### config.mk
export PLATFORM = sky130hd
export DESIGN_NAME = tcw_front_flat
export DESIGN_NICKNAME = d
export VERILOG_FILES = /design/src/hdl/text_console_writer_core_macros.svh /design/src/hdl/tcw_pkg.sv /design/src/hdl/tcw_if.sv /design/src/hdl/tcw_front.sv /design/src/flat_wrapper.sv
export SDC_FILE = /design/constraint.sdc
export NUM_CORES = 1
export LEC_CHECK = 0
export BUFFER_PORTS_ARGS = -buffer_cell sky130_fd_sc_hd__buf_2
export CORE_AREA = 10 10 47 49
export DETAILED_ROUTE_END_ITERATION = 10
export DIE_AREA = 0 0 57 59
export MAX_ROUTING_LAYER = met4
export PLACE_DENSITY = 0.66
export SLEW_MARGIN = 20
export SYNTH_ARGS = -nofsm -noshare
export SYNTH_HDL_FRONTEND = slang
export SYNTH_SLANG_ARGS = --single-unit
### constraint.sdc
create_clock -name vclk -period 1.1
set_input_delay 0.055 -clock vclk [all_inputs]
set_output_delay 0.055 -clock vclk [all_outputs]
set_load 0.01 [all_outputs]
### src/hdl/text_console_writer_core_macros.svh
// ----------------------------------------------------------------------------
// text console writer assertion macros
// shared concurrent assertion helpers, compiled out when ASSERT_OFF is set
// ----------------------------------------------------------------------------
`ifndef TEXT_CONSOLE_WRITER_CORE_MACROS_SVH
`define TEXT_CONSOLE_WRITER_CORE_MACROS_SVH

`ifndef ASSERT_OFF

// property must hold at every clock edge outside reset
`define TCW_ASSERT(lbl, clk, rst, prop) \
  lbl: assert property (@(posedge clk) disable iff (rst) prop) \
    else $error("tcw assertion failed");

// antecedent in one cycle implies consequent in the next
`define TCW_ASSERT_NEXT(lbl, clk, rst, ante, cons) \
  lbl: assert property (@(posedge clk) disable iff (rst) (ante) |=> (cons)) \
    else $error("tcw assertion failed");

`else

`define TCW_ASSERT(lbl, clk, rst, prop)
`define TCW_ASSERT_NEXT(lbl, clk, rst, ante, cons)

`endif

`endif

### src/hdl/tcw_pkg.sv
// ----------------------------------------------------------------------------
// tcw_pkg
// types and constants shared by the text console writer modules
// ----------------------------------------------------------------------------
`default_nettype none

package tcw_pkg;

  localparam int OP_W   = 2;
  localparam int CODE_W = 8;
  localparam int IDX_W  = 10;

  // operation codes
  localparam logic [OP_W-1:0] OP_PUT   = 2'd0;
  localparam logic [OP_W-1:0] OP_READ  = 2'd1;
  localparam logic [OP_W-1:0] OP_CLEAR = 2'd2;

  // interpreted character codes
  localparam logic [CODE_W-1:0] CODE_NEWLINE   = 8'h0A;
  localparam logic [CODE_W-1:0] CODE_BACKSPACE = 8'h08;
  localparam logic [CODE_W-1:0] CODE_RETURN    = 8'h0D;
  localparam logic [CODE_W-1:0] GLYPH_RESET    = 8'd219;

  // command queue between front and back
  localparam int QUEUE_DEPTH = 2;
  localparam int QPTR_W      = $clog2(QUEUE_DEPTH);
  localparam int QCNT_W      = $clog2(QUEUE_DEPTH + 1);

  typedef enum logic [2:0] {
    K_CHAR,
    K_NEWLINE,
    K_BACKSPACE,
    K_RETURN,
    K_READ,
    K_READ_ZERO,
    K_CLEAR,
    K_NOP
  } kind_t;

  typedef struct packed {
    kind_t             kind;
    logic [CODE_W-1:0] code;
    logic [IDX_W-1:0]  index;
  } cmd_t;

  typedef struct packed {
    logic init_busy;
  } status_t;

endpackage

`default_nettype wire

### src/hdl/tcw_if.sv
// ----------------------------------------------------------------------------
// tcw channel interfaces
// valid/ready channels for console commands and results
// ----------------------------------------------------------------------------
`default_nettype none

interface tcw_in_if;
  logic                         valid;
  logic                         ready;
  logic [tcw_pkg::OP_W-1:0]     operation;
  logic [tcw_pkg::CODE_W-1:0]   char_code;
  logic [tcw_pkg::IDX_W-1:0]    cell_index;

  modport source (output valid, output operation, output char_code,
                  output cell_index, input ready);
  modport sink   (input valid, input operation, input char_code,
                  input cell_index, output ready);
endinterface


`default_nettype wire

### src/hdl/tcw_front.sv
// ----------------------------------------------------------------------------
// tcw_front
// accepts input transactions and classifies them into console commands
// ----------------------------------------------------------------------------
`default_nettype none

module tcw_front #(
  parameter int COLUMNS = 40,
  parameter int ROWS    = 25
) (
  tcw_in_if.sink          in_ch,
  input  tcw_pkg::status_t status,
  input  logic            q_full,
  output logic            push,
  output tcw_pkg::cmd_t   push_cmd
);

  localparam int CELLS = COLUMNS * ROWS;

  assign in_ch.ready = !q_full && !status.init_busy;
  assign push        = in_ch.valid && in_ch.ready;

  always_comb begin
    push_cmd.code  = in_ch.char_code;
    push_cmd.index = in_ch.cell_index;
    unique case (in_ch.operation)
      tcw_pkg::OP_PUT: begin
        unique case (in_ch.char_code)
          tcw_pkg::CODE_NEWLINE:   push_cmd.kind = tcw_pkg::K_NEWLINE;
          tcw_pkg::CODE_BACKSPACE: push_cmd.kind = tcw_pkg::K_BACKSPACE;
          tcw_pkg::CODE_RETURN:    push_cmd.kind = tcw_pkg::K_RETURN;
          default:                 push_cmd.kind = tcw_pkg::K_CHAR;
        endcase
      end
      tcw_pkg::OP_READ: begin
        // cells past the screen read as zero
        if (32'(in_ch.cell_index) < 32'(CELLS)) begin
          push_cmd.kind = tcw_pkg::K_READ;
        end else begin
          push_cmd.kind = tcw_pkg::K_READ_ZERO;
        end
      end
      tcw_pkg::OP_CLEAR: push_cmd.kind = tcw_pkg::K_CLEAR;
      default:           push_cmd.kind = tcw_pkg::K_NOP;
    endcase
  end

endmodule

`default_nettype wire

### src/flat_wrapper.sv
// flat-port wrapper written by rule: the top's interface ports become plain ports
module tcw_front_flat 
#(
  parameter int COLUMNS = 40,
  parameter int ROWS    = 25
)
  (status, q_full, push, push_cmd, in_ch_valid, in_ch_operation, in_ch_char_code, in_ch_cell_index, in_ch_ready);
  tcw_in_if in_ch_i ();
  input  tcw_pkg::status_t status;
  input  logic q_full;
  output logic push;
  output tcw_pkg::cmd_t push_cmd;
  input wire logic [$bits(in_ch_i.valid)-1:0] in_ch_valid;
  input wire logic [$bits(in_ch_i.operation)-1:0] in_ch_operation;
  input wire logic [$bits(in_ch_i.char_code)-1:0] in_ch_char_code;
  input wire logic [$bits(in_ch_i.cell_index)-1:0] in_ch_cell_index;
  output wire logic [$bits(in_ch_i.ready)-1:0] in_ch_ready;
  assign in_ch_i.valid = in_ch_valid;
  assign in_ch_i.operation = in_ch_operation;
  assign in_ch_i.char_code = in_ch_char_code;
  assign in_ch_i.cell_index = in_ch_cell_index;
  assign in_ch_ready = in_ch_i.ready;
  tcw_front #(.COLUMNS(COLUMNS), .ROWS(ROWS)) u_core (.in_ch(in_ch_i), .status(status), .q_full(q_full), .push(push), .push_cmd(push_cmd));
endmodule
# ---- After elaboration in Yosys (flattened, before gate mapping)
# Cells that the tools add are included.
dict set report word_totals {
  reg_bits 0
}
dict set report classes {
  n_lt_le_gt_ge 1
  n_eq_ne 5
  mux 3
  n_reduce_logical 5
}
# cell n
set ops {}
lappend ops {{$eq A8 B4 Y1 const B} 3}
lappend ops {{$lt A10 B10 Y1 const B} 1}
lappend ops {{$pmux W3 S3} 1}
lappend ops {{$pmux W2 S3} 1}
lappend ops {{$eq A2 B1 Y1 const B} 1}
lappend ops {{$eq A2 B2 Y1 const B} 1}
lappend ops {{$logic_and A1 B1 Y1} 2}
lappend ops {{$logic_not A1 Y1} 2}
lappend ops {{$logic_not A2 Y1} 1}
lappend ops {{$mux W1} 1}

# ---- Logic depth before layout (Yosys ltp)
dict set report logic_depth {
  ltp_word 3
  ltp_mapped 3
  ltp_nobuf 3
}

# ---- Worst setup path after synthesis
# No wires, ideal clock.
dict set report synth_path {
  path_type {in2out}
  start {in in_ch_operation[0]}
  end {out push_cmd[18] (netlist bit)}
  arrival_time_ps 530
  path_slack_ps 515
  cell_stages 2
  n_path_buf 0
  cell_sequence {nor4b_4 -> a31o_1}
}
# element line
set synth_rtl {}
lappend synth_rtl {{from (decl)} flat_wrapper.sv:14} ;# input wire logic [$bits(in_ch_i.operation)-1:0] in_ch_operation;
lappend synth_rtl {{to (decl)} flat_wrapper.sv:12} ;# output tcw_pkg::cmd_t push_cmd;

==> flow_summary.toml <==
[cells_and_area]
postLayoutCellArea_um2 = 335
num-clock-buffers = 0
multi_input_area_um2 = 115
drive_gt1_share_pct = 75.0
diodes = 0
design.seq.count = 0
final_nets = 81
register_area_um2 = 0
fill_cells = 172
final_core_util_pct = 23.9
syn_to_final_growth_pct = 34.0

[job]
drv_cap = 0

[critical_path]
required_ns = 1.04
worst-setup-path-type = "primary input to output pin"
cp-end-kind = "output pin"
start_kind = "primary input"
critPathArrivalTime_ns = 0.80
crit_fanout = 4

[timing]
rsz0062_at_grt = "no"
max_slew_margin_pct = 84.4
post-route-period-util_pct = 77.9
period_minus_slack_ns = 0.856
fmax_ghz = 1.17
slew_violations = 0
whs_ns = 0.110
hold_viol_final = 0
setup_viol = 0
setup_slack_ns = 0.244
tns_ns = 0
tightestPinTransition_ns = 0.233

[drt]
dr.pass1.iters = 2
avgRoutedWirePerCell_um = 13.7
num_vias = 294
ant_nets = 0
viasPerCell = 4.08
wl_um = 984
drcViolationCount = 0
initialDrtViolationCount = 1

[logic_synthesis]
synth_top_area_share_pct = 54.0
synthCells = 34
ys_types = 14
yosysTopAreaCell = "buf_4"
synthesis.nets = 57
netlist_area_um2 = 250
yosysSeqAreaShare_pct = 0
ys_top_cells_by_area = "buf_4, nor4b_4, a31o_1, nor3_1, xnor2_1"
yosys_warnings = 0
synth.avg_cell_area_um2 = 7.36
synth_top_cells_by_count = "buf_4, a31o_1, nand2_1, nor3_1"
synth_most_common_cell = "buf_4"

[placement]
numPortBuffers = 40
dpl_worst_slack_ns = 0.232
dp_hpwl_um = 937
place_congestion = 0.686
placed_cell_area_um2 = 335

[grt]
overflow = 0
grtUsageTotal_pct = 4.80
grt_start_max_net_pins = 5
antenna_found_initial = 0
grt_pass1_vias = 316
grt_pass1_wl_um = 1350

[die]
die_w_um = 57
core_um2 = 1400
core.rowCount = 14
io-pin-count = 46
die_y_um = 59
initial_utilization_pct = 17.9
die_area_um2 = 3360

[clocking]
postCtsHoldBufs = 0
ctsResizeCount = 0
cts_setup_buffers = 0

[pwr]
leakagePower_nw = 0.193
p_per_area_nw_per_um2 = 399
ir_drop_v = 0.0000831

[outcome]
status = "completed"

[worst_hold_path]
min_path_type = "primary input to output pin"
[area by class of cell]
cell class	instances	area share, %
well taps	16	5.97
multi-input cells	16	34.3
repair buffers	40	59.7
[through the flow]
stage	instances	total power, mW
after CTS	72	0.137
final	72	0.134
after detailed placement	72	0.137
after floorplan	34	0.0958
after global placement	72	0.134
after global routing	72	0.146
[worst max-delay path, stage by stage]
cell and delay (ns):
buf_2 0.13, nor4b_4 0.30, a31o_1 0.18, buf_2 0.13
[per-layer routing]
layer	GRT usage (%)	vias up	routed length (um)
li1	-	146	-
met1	4.41	123	350
met2	9.30	23	501
met3	2.15	2	127
met4	0.336	0	5
met5	-	-	0
[cell families (layout without fill, tap and decap cells)]
| group | after synthesis | count (layout) | share of synthesized area [%] |
|---|---|---|---|
| xor+xnor | 1 | 1 | 3.50 |
| simple gates | 10 | 10 | 28.0 |
| buf+inv | 18 | 40 | 54.0 |
| compound gates | 5 | 5 | 14.5 |
[worst paths after layout]
path	cells after the start	end	slack [ns]	startpoint
setup / recovery	4	push_cmd[19]	0.24	in_ch_operation[0]
hold / removal	0	push_cmd[0]	0.11	in_ch_cell_index[0]
[cell usage in the layout (no fill, tap or decap), types with 2 or more instances in the layout]
cell type | netlist | routed
nor3_1 | 2 | 2
a31o_1 | 2 | 2
nand2_1 | 2 | 2
buf_2 | 0 | 40
[where the power goes]
group	internal [mW]	switching, mW	total, mW
sequential	0	0	0
combinational	0.0661	0.0678	0.134
clock	0	0	0
Power figures use the tool's default switching activity.
