<file path="config.mk">
export PLATFORM = sky130hd
export DESIGN_NAME = tcw_queue
export DESIGN_NICKNAME = d
export VERILOG_FILES = /design/src/hdl/text_console_writer_core_macros.svh /design/src/hdl/tcw_pkg.sv /design/src/hdl/tcw_queue.sv
export SDC_FILE = /design/constraint.sdc
export NUM_CORES = 1
export LEC_CHECK = 0
export BUFFER_PORTS_ARGS = -buffer_cell sky130_fd_sc_hd__buf_2
export CORE_MARGIN = 3
export CORE_UTILIZATION = 54
export CTS_CLUSTER_DIAMETER = 40
export CTS_CLUSTER_SIZE = 12
export DETAILED_ROUTE_END_ITERATION = 10
export GPL_TIMING_DRIVEN = 0
export PLACE_DENSITY = 0.84
export SLEW_MARGIN = 20
export SYNTH_ARGS = -nofsm -noshare
export SYNTH_HDL_FRONTEND = slang
export SYNTH_SLANG_ARGS = --single-unit
</file>
<file path="constraint.sdc">
create_clock -name clk -period 3.3 [get_ports clk]
set_input_delay 0.66 -clock clk [delete_from_list [all_inputs] [get_ports clk]]
set_output_delay 0.66 -clock clk [all_outputs]
set_load 0.02 [all_outputs]
</file>
<file path="src/hdl/text_console_writer_core_macros.svh">
// ----------------------------------------------------------------------------
// text console writer assertion macros
// shared concurrent assertion helpers, compiled out when ASSERT_OFF is set
// ----------------------------------------------------------------------------
`ifndef TEXT_CONSOLE_WRITER_CORE_MACROS_SVH
`define TEXT_CONSOLE_WRITER_CORE_MACROS_SVH

`ifndef ASSERT_OFF

// property must hold at every clock edge outside reset
`define TCW_ASSERT(lbl, clk, rst, prop) \
  lbl: assert property (@(posedge clk) disable iff (rst) prop) \
    else $error("tcw assertion failed");

// antecedent in one cycle implies consequent in the next
`define TCW_ASSERT_NEXT(lbl, clk, rst, ante, cons) \
  lbl: assert property (@(posedge clk) disable iff (rst) (ante) |=> (cons)) \
    else $error("tcw assertion failed");

`else

`define TCW_ASSERT(lbl, clk, rst, prop)
`define TCW_ASSERT_NEXT(lbl, clk, rst, ante, cons)

`endif

`endif

</file>
<file path="src/hdl/tcw_pkg.sv">
// ----------------------------------------------------------------------------
// tcw_pkg
// types and constants shared by the text console writer modules
// ----------------------------------------------------------------------------
`default_nettype none

package tcw_pkg;

  localparam int OP_W   = 2;
  localparam int CODE_W = 8;
  localparam int IDX_W  = 10;

  // operation codes
  localparam logic [OP_W-1:0] OP_PUT   = 2'd0;
  localparam logic [OP_W-1:0] OP_READ  = 2'd1;
  localparam logic [OP_W-1:0] OP_CLEAR = 2'd2;

  // interpreted character codes
  localparam logic [CODE_W-1:0] CODE_NEWLINE   = 8'h0A;
  localparam logic [CODE_W-1:0] CODE_BACKSPACE = 8'h08;
  localparam logic [CODE_W-1:0] CODE_RETURN    = 8'h0D;
  localparam logic [CODE_W-1:0] GLYPH_RESET    = 8'd219;

  // command queue between front and back
  localparam int QUEUE_DEPTH = 2;
  localparam int QPTR_W      = $clog2(QUEUE_DEPTH);
  localparam int QCNT_W      = $clog2(QUEUE_DEPTH + 1);

  typedef enum logic [2:0] {
    K_CHAR,
    K_NEWLINE,
    K_BACKSPACE,
    K_RETURN,
    K_READ,
    K_READ_ZERO,
    K_CLEAR,
    K_NOP
  } kind_t;

  typedef struct packed {
    kind_t             kind;
    logic [CODE_W-1:0] code;
    logic [IDX_W-1:0]  index;
  } cmd_t;

  typedef struct packed {
    logic init_busy;
  } status_t;

endpackage

`default_nettype wire

</file>
<file path="src/hdl/tcw_queue.sv">
// ----------------------------------------------------------------------------
// tcw_queue
// short command fifo decoupling the front from the back
// ----------------------------------------------------------------------------
`default_nettype none

module tcw_queue (
  input  logic          clk,
  input  logic          rst,
  input  logic          push,
  input  tcw_pkg::cmd_t push_cmd,
  input  logic          pop,
  output tcw_pkg::cmd_t pop_cmd,
  output logic          full,
  output logic          empty
);

  tcw_pkg::cmd_t                  entries [tcw_pkg::QUEUE_DEPTH];
  logic [tcw_pkg::QPTR_W-1:0]     wr_ptr;
  logic [tcw_pkg::QPTR_W-1:0]     rd_ptr;
  logic [tcw_pkg::QCNT_W-1:0]     count;

  assign full    = (count == tcw_pkg::QCNT_W'(tcw_pkg::QUEUE_DEPTH));
  assign empty   = (count == '0);
  assign pop_cmd = entries[rd_ptr];

  always_ff @(posedge clk) begin
    if (push) begin
      entries[wr_ptr] <= push_cmd;
    end
    if (rst) begin
      wr_ptr <= '0;
      rd_ptr <= '0;
      count  <= '0;
    end else begin
      if (push) begin
        wr_ptr <= wr_ptr + 1'b1;
      end
      if (pop) begin
        rd_ptr <= rd_ptr + 1'b1;
      end
      if (push && !pop) begin
        count <= count + 1'b1;
      end else if (pop && !push) begin
        count <= count - 1'b1;
      end
    end
  end

endmodule

`default_nettype wire

</file>
======== Yosys cells after proc, flatten, opt, wreduce, memory -nomap -nowiden ========
Memories as Yosys holds them, arrays and structs flattened. A register that Yosys moved wholly into a read port is not among the register bits.
Index checks and enable logic that the tools add are counted.
word-level totals
  output and inout port bits .............. 23
  RAM bits ................................ 42
  memories ................................ 1
  register bits ........................... 4
  logic and storage cells ................. 21
operators by class
  muxes and demuxes ....................... 6
  reduce and logical (&&, ||, !) cells .... 6
  eq/ne operators ......................... 1
  add/sub/neg operators ................... 4
memory list
  name     depth  width  rd ports  clocked after memory_dff  write ports  line             text
  entries  2      21     1         1                         1            tcw_queue.sv:18  tcw_pkg::cmd_t entries [tcw_pkg::QUEUE_DEPTH];
operators by type and width
  cell                   number
  $mux W1                4
  $mux W2                2
  $add A1 B1 Y1 const B  2
  $add A2 B1 Y2 const B  1
  $eq A2 B2 Y1 const B   1
  $logic_and A1 B1 Y1    2
  $logic_not A1 Y1       2
  $logic_not A2 Y1       1
  $reduce_bool A2 Y1     1
  $sub A2 B1 Y2 const B  1

======== Depth between registers and ports, before layout ========
  depth after elaboration ................. 4
  mapped depth ............................ 5

======== Worst setup path after synthesis ========
OpenSTA, ideal clock, no wires.
  path kind ............................... in2reg
  start ................................... in push
  end ..................................... mem entries[0][0] (netlist bit) (enable)
  setup time .............................. 0.401 ns
  slack ................................... 1.261 ns
  stages on the path ...................... 1
  arrival ................................. 1.638 ns
  path buffers ............................ 0
  required time ........................... 2.899 ns
  cell sequence ........................... nor2b_1
between the ends
  cells in the longest elaborated chain, start to end .. 2
RTL lines
  element                        line             text
  start, declared                tcw_queue.sv:10  input logic push,
  $mux W1                        tcw_queue.sv:28  if (push) begin
  $mux W1 (implied by the code)  tcw_queue.sv:29  entries[wr_ptr] <= push_cmd;
  end, declared                  tcw_queue.sv:18
No other way between the ends.

==> flow_metrics.py <==
metrics = {
    "routing": {
        "viasPerCell": 4.83,
        "met3_length_um": 120,
        "drtPass1Iterations": 4,
        "drt_wl_total_um": 2700,
        "drc": 0,
        "wl_met1_um": 1010,
        "dr.max_layer_used": "met4",
        "wl_per_cell_um": 14.6,
        "num_vias": 893,
        "postRouteAntennaNets": 0,
        "met2_length_um": 1550,
        "drt_iter0_drc": 43,
    },
    "die": {
        "die_h_um": 62.4,
        "ios": 48,
        "chipWidth_um": 62.4,
        "dieArea_um2": 3890,
        "start_util_pct": 59.1,
        "row_count": 19,
        "core_area_um2": 2900,
    },
    "clock_tree": {
        "clkTransAtPathRegs_ns": 0.12,
        "cts_hold_buf": 0,
        "clkLatencyLatePin_ns": 0.34,
        "cts_tree": "yes",
        "cts_buffers": 5,
        "post_cts_buffers": 0,
        "clockBufferDepth": 2,
        "cts.sinks": 47,
        "post_cts_resized": 0,
        "root_buffer": "clkbuf_4",
        "cts_max_level": 2,
    },
    "critical_path": {
        "required_ns": 2.64,
        "startpoint_type": "flip-flop",
        "crit_fanout": 10,
        "critPathCaptureType": "output port",
        "critPathArrivalTime_ns": 1.50,
        "critical_path_class": "flip-flop to output port",
    },
    "timing": {
        "rsz0062_at_grt": "false",
        "drv_slew": 0,
        "hold_viol": 0,
        "setup_ws_ns": 1.14,
        "setup_tns_ns": 0,
        "tightestPinTransition_ns": 0.969,
        "fin_crit_ns": 2.16,
        "slew_headroom_pct": 35.4,
        "fin_worst_skew_ns": 0.00855,
        "finalCritPeriodShare_pct": 65.4,
        "max_freq_mhz": 463,
        "setup_viol": 0,
    },
    "synth": {
        "synth-seq-area-share_pct": 79.4,
        "synthArstFlopShare_pct": 0,
        "synth.most_common_cell": "edfxtp_1",
        "synthTopCellsByArea": "edfxtp_1, mux2_2, dfxtp_1",
        "synth_top_area_share_pct": 73.5,
        "netlist_instances": 87,
        "syn-cell-area_um2": 1720,
        "yosysTopAreaCell": "edfxtp_1",
        "avgSynthCellArea_um2": 19.7,
        "yosys.cell_types.count": 15,
        "synth_edf_count": 42,
        "syn_nets": 113,
        "ys_ff_latch": 47,
        "synth_commonest_cells": "edfxtp_1, mux2_2, dfxtp_1, nor2_1",
        "synth_ff_type": "edfxtp_1",
        "ys_warn_count": 0,
    },
    "final_layout": {
        "drive_above_1_share_pct": 55.2,
        "fin_area_um2": 2080,
        "multiInputGateArea_um2": 343,
        "areaGrowthSynthToFinish_pct": 21.2,
        "final_nets": 168,
        "fillers": 212,
        "diodes": 0,
        "postLayoutCoreUtil_pct": 71.7,
        "seqCellArea_um2": 1360,
    },
    "placement": {
        "io_buffers": 47,
        "gp_congestion": 0.638,
        "place_ws_ns": 1.30,
        "dp_hpwl_um": 1970,
        "place_area_um2": 2020,
    },
    "power_and_ir_drop": {
        "p_int_uw": 868,
        "power_density_nw_per_um2": 547,
        "p_leak_nw": 0.803,
        "pwr-share-comb_pct": 15.5,
        "irDropWorstVdd_uv": 329,
        "swShare_pct": 23.7,
        "sequentialPowerShare_pct": 61.9,
        "clock_power_share_pct": 22.7,
        "p_sw_uw": 270,
    },
    "grt": {
        "grt_max_degree": 22,
        "grt_first_pass_wirelength_um": 4400,
        "antenna_found_initial": 0,
        "track_usage_pct": 15.0,
        "gr-total-overflow": 0,
        "grt_pass1_vias": 980,
    },
    "worst_hold_path": {
        "hp-class": "primary input to flip-flop",
    },
    "status": {
        "outcome": "finished clean",
    },
    "flow_run": {
        "drv_cap": 0,
    },
}
-- state kept, by name, summed over array words and instances (netlist names), named ones only --
register / flops
count: 2
entries: 42
rd_ptr: 1
wr_ptr: 1
-- layout by cell type (no fill, tap or decap), types with 2 or more instances in the layout --
| cell type | count |
|---|---|
| buf_2 | 49 |
| xor2_1 | 2 |
| nor2_1 | 5 |
| dfxtp_1 | 5 |
| mux2_2 | 21 |
| edfxtp_1 | 42 |
| clkbuf_4 | 5 |
| xnor2_1 | 2 |
-- layout make-up --
type	instances	share of cell area, %
Inverter	1	0.181
Multi-Input combinational cell	37	16.5
Clock inverter	1	0.181
Buffer	2	0.481
Clock buffer	7	2.65
Tap cell	42	2.53
Sequential cell	47	65.5
Timing Repair Buffer	48	12.0
-- critical path, cell delays in order, from the launching register on --
cell and delay (ns):
dfxtp_1 0.37, buf_2 0.26, mux2_2 0.37, buf_2 0.16
-- path summary, 6_finish.rpt --
| check | start | to | slack, ns | cells past startpoint |
|---|---|---|---|---|
| hold reg to reg | rd_ptr$_SDFFE_PP0P_ | rd_ptr$_SDFFE_PP0P_ | 0.54 | 2 |
| hold / removal | push_cmd[8] | entries[1][8]$_DFFE_PP_ | 0.50 | 1 |
| setup reg to reg | wr_ptr$_SDFFE_PP0P_ | entries[1][13]$_DFFE_PP_ | 1.75 | 1 |
| setup / recovery | flip-flop | pop_cmd[14] | 1.14 | 3 |
-- metal layers --
layer  vias up  GRT usage (%)
met3         2           4.50
met5         -              0
met4         0           7.44
met2        19           27.4
li1        435              -
met1       437           15.5
-- logic make-up after synthesis --
group,Yosys count,synth area share [%]
flip-flops,47,79.4
AND/OR/NAND/NOR,9,2.70
AO/OA/AOI/OAI,2,0.583
buffers and inverters,3,0.802
XOR/XNOR,4,2.04
adder cells (fa/ha/maj),1,0.729
multiplexers,21,13.8
-- power by group through the flow --
stage          registers, mW  clock network (mW)  logic (mW)
3_5_place_dp           0.718                   0       0.179
6_report               0.704               0.258       0.176
3_3_place_gp           0.715                   0       0.170
5_1_grt                0.708               0.296       0.189
4_1_cts                0.705               0.269       0.180
2_1_floorplan          0.714                   0       0.115
-- through the flow --
stage	instances	total power, mW	hold WS [ns]
2_1_floorplan	87	0.828	0.461
3_3_place_gp	176	0.885	0.478
3_5_place_dp	177	0.897	0.517
4_1_cts	185	1.15	0.484
5_1_grt	185	1.19	0.465
6_report	185	1.14	0.502
(Power assumes the default switching activity.)
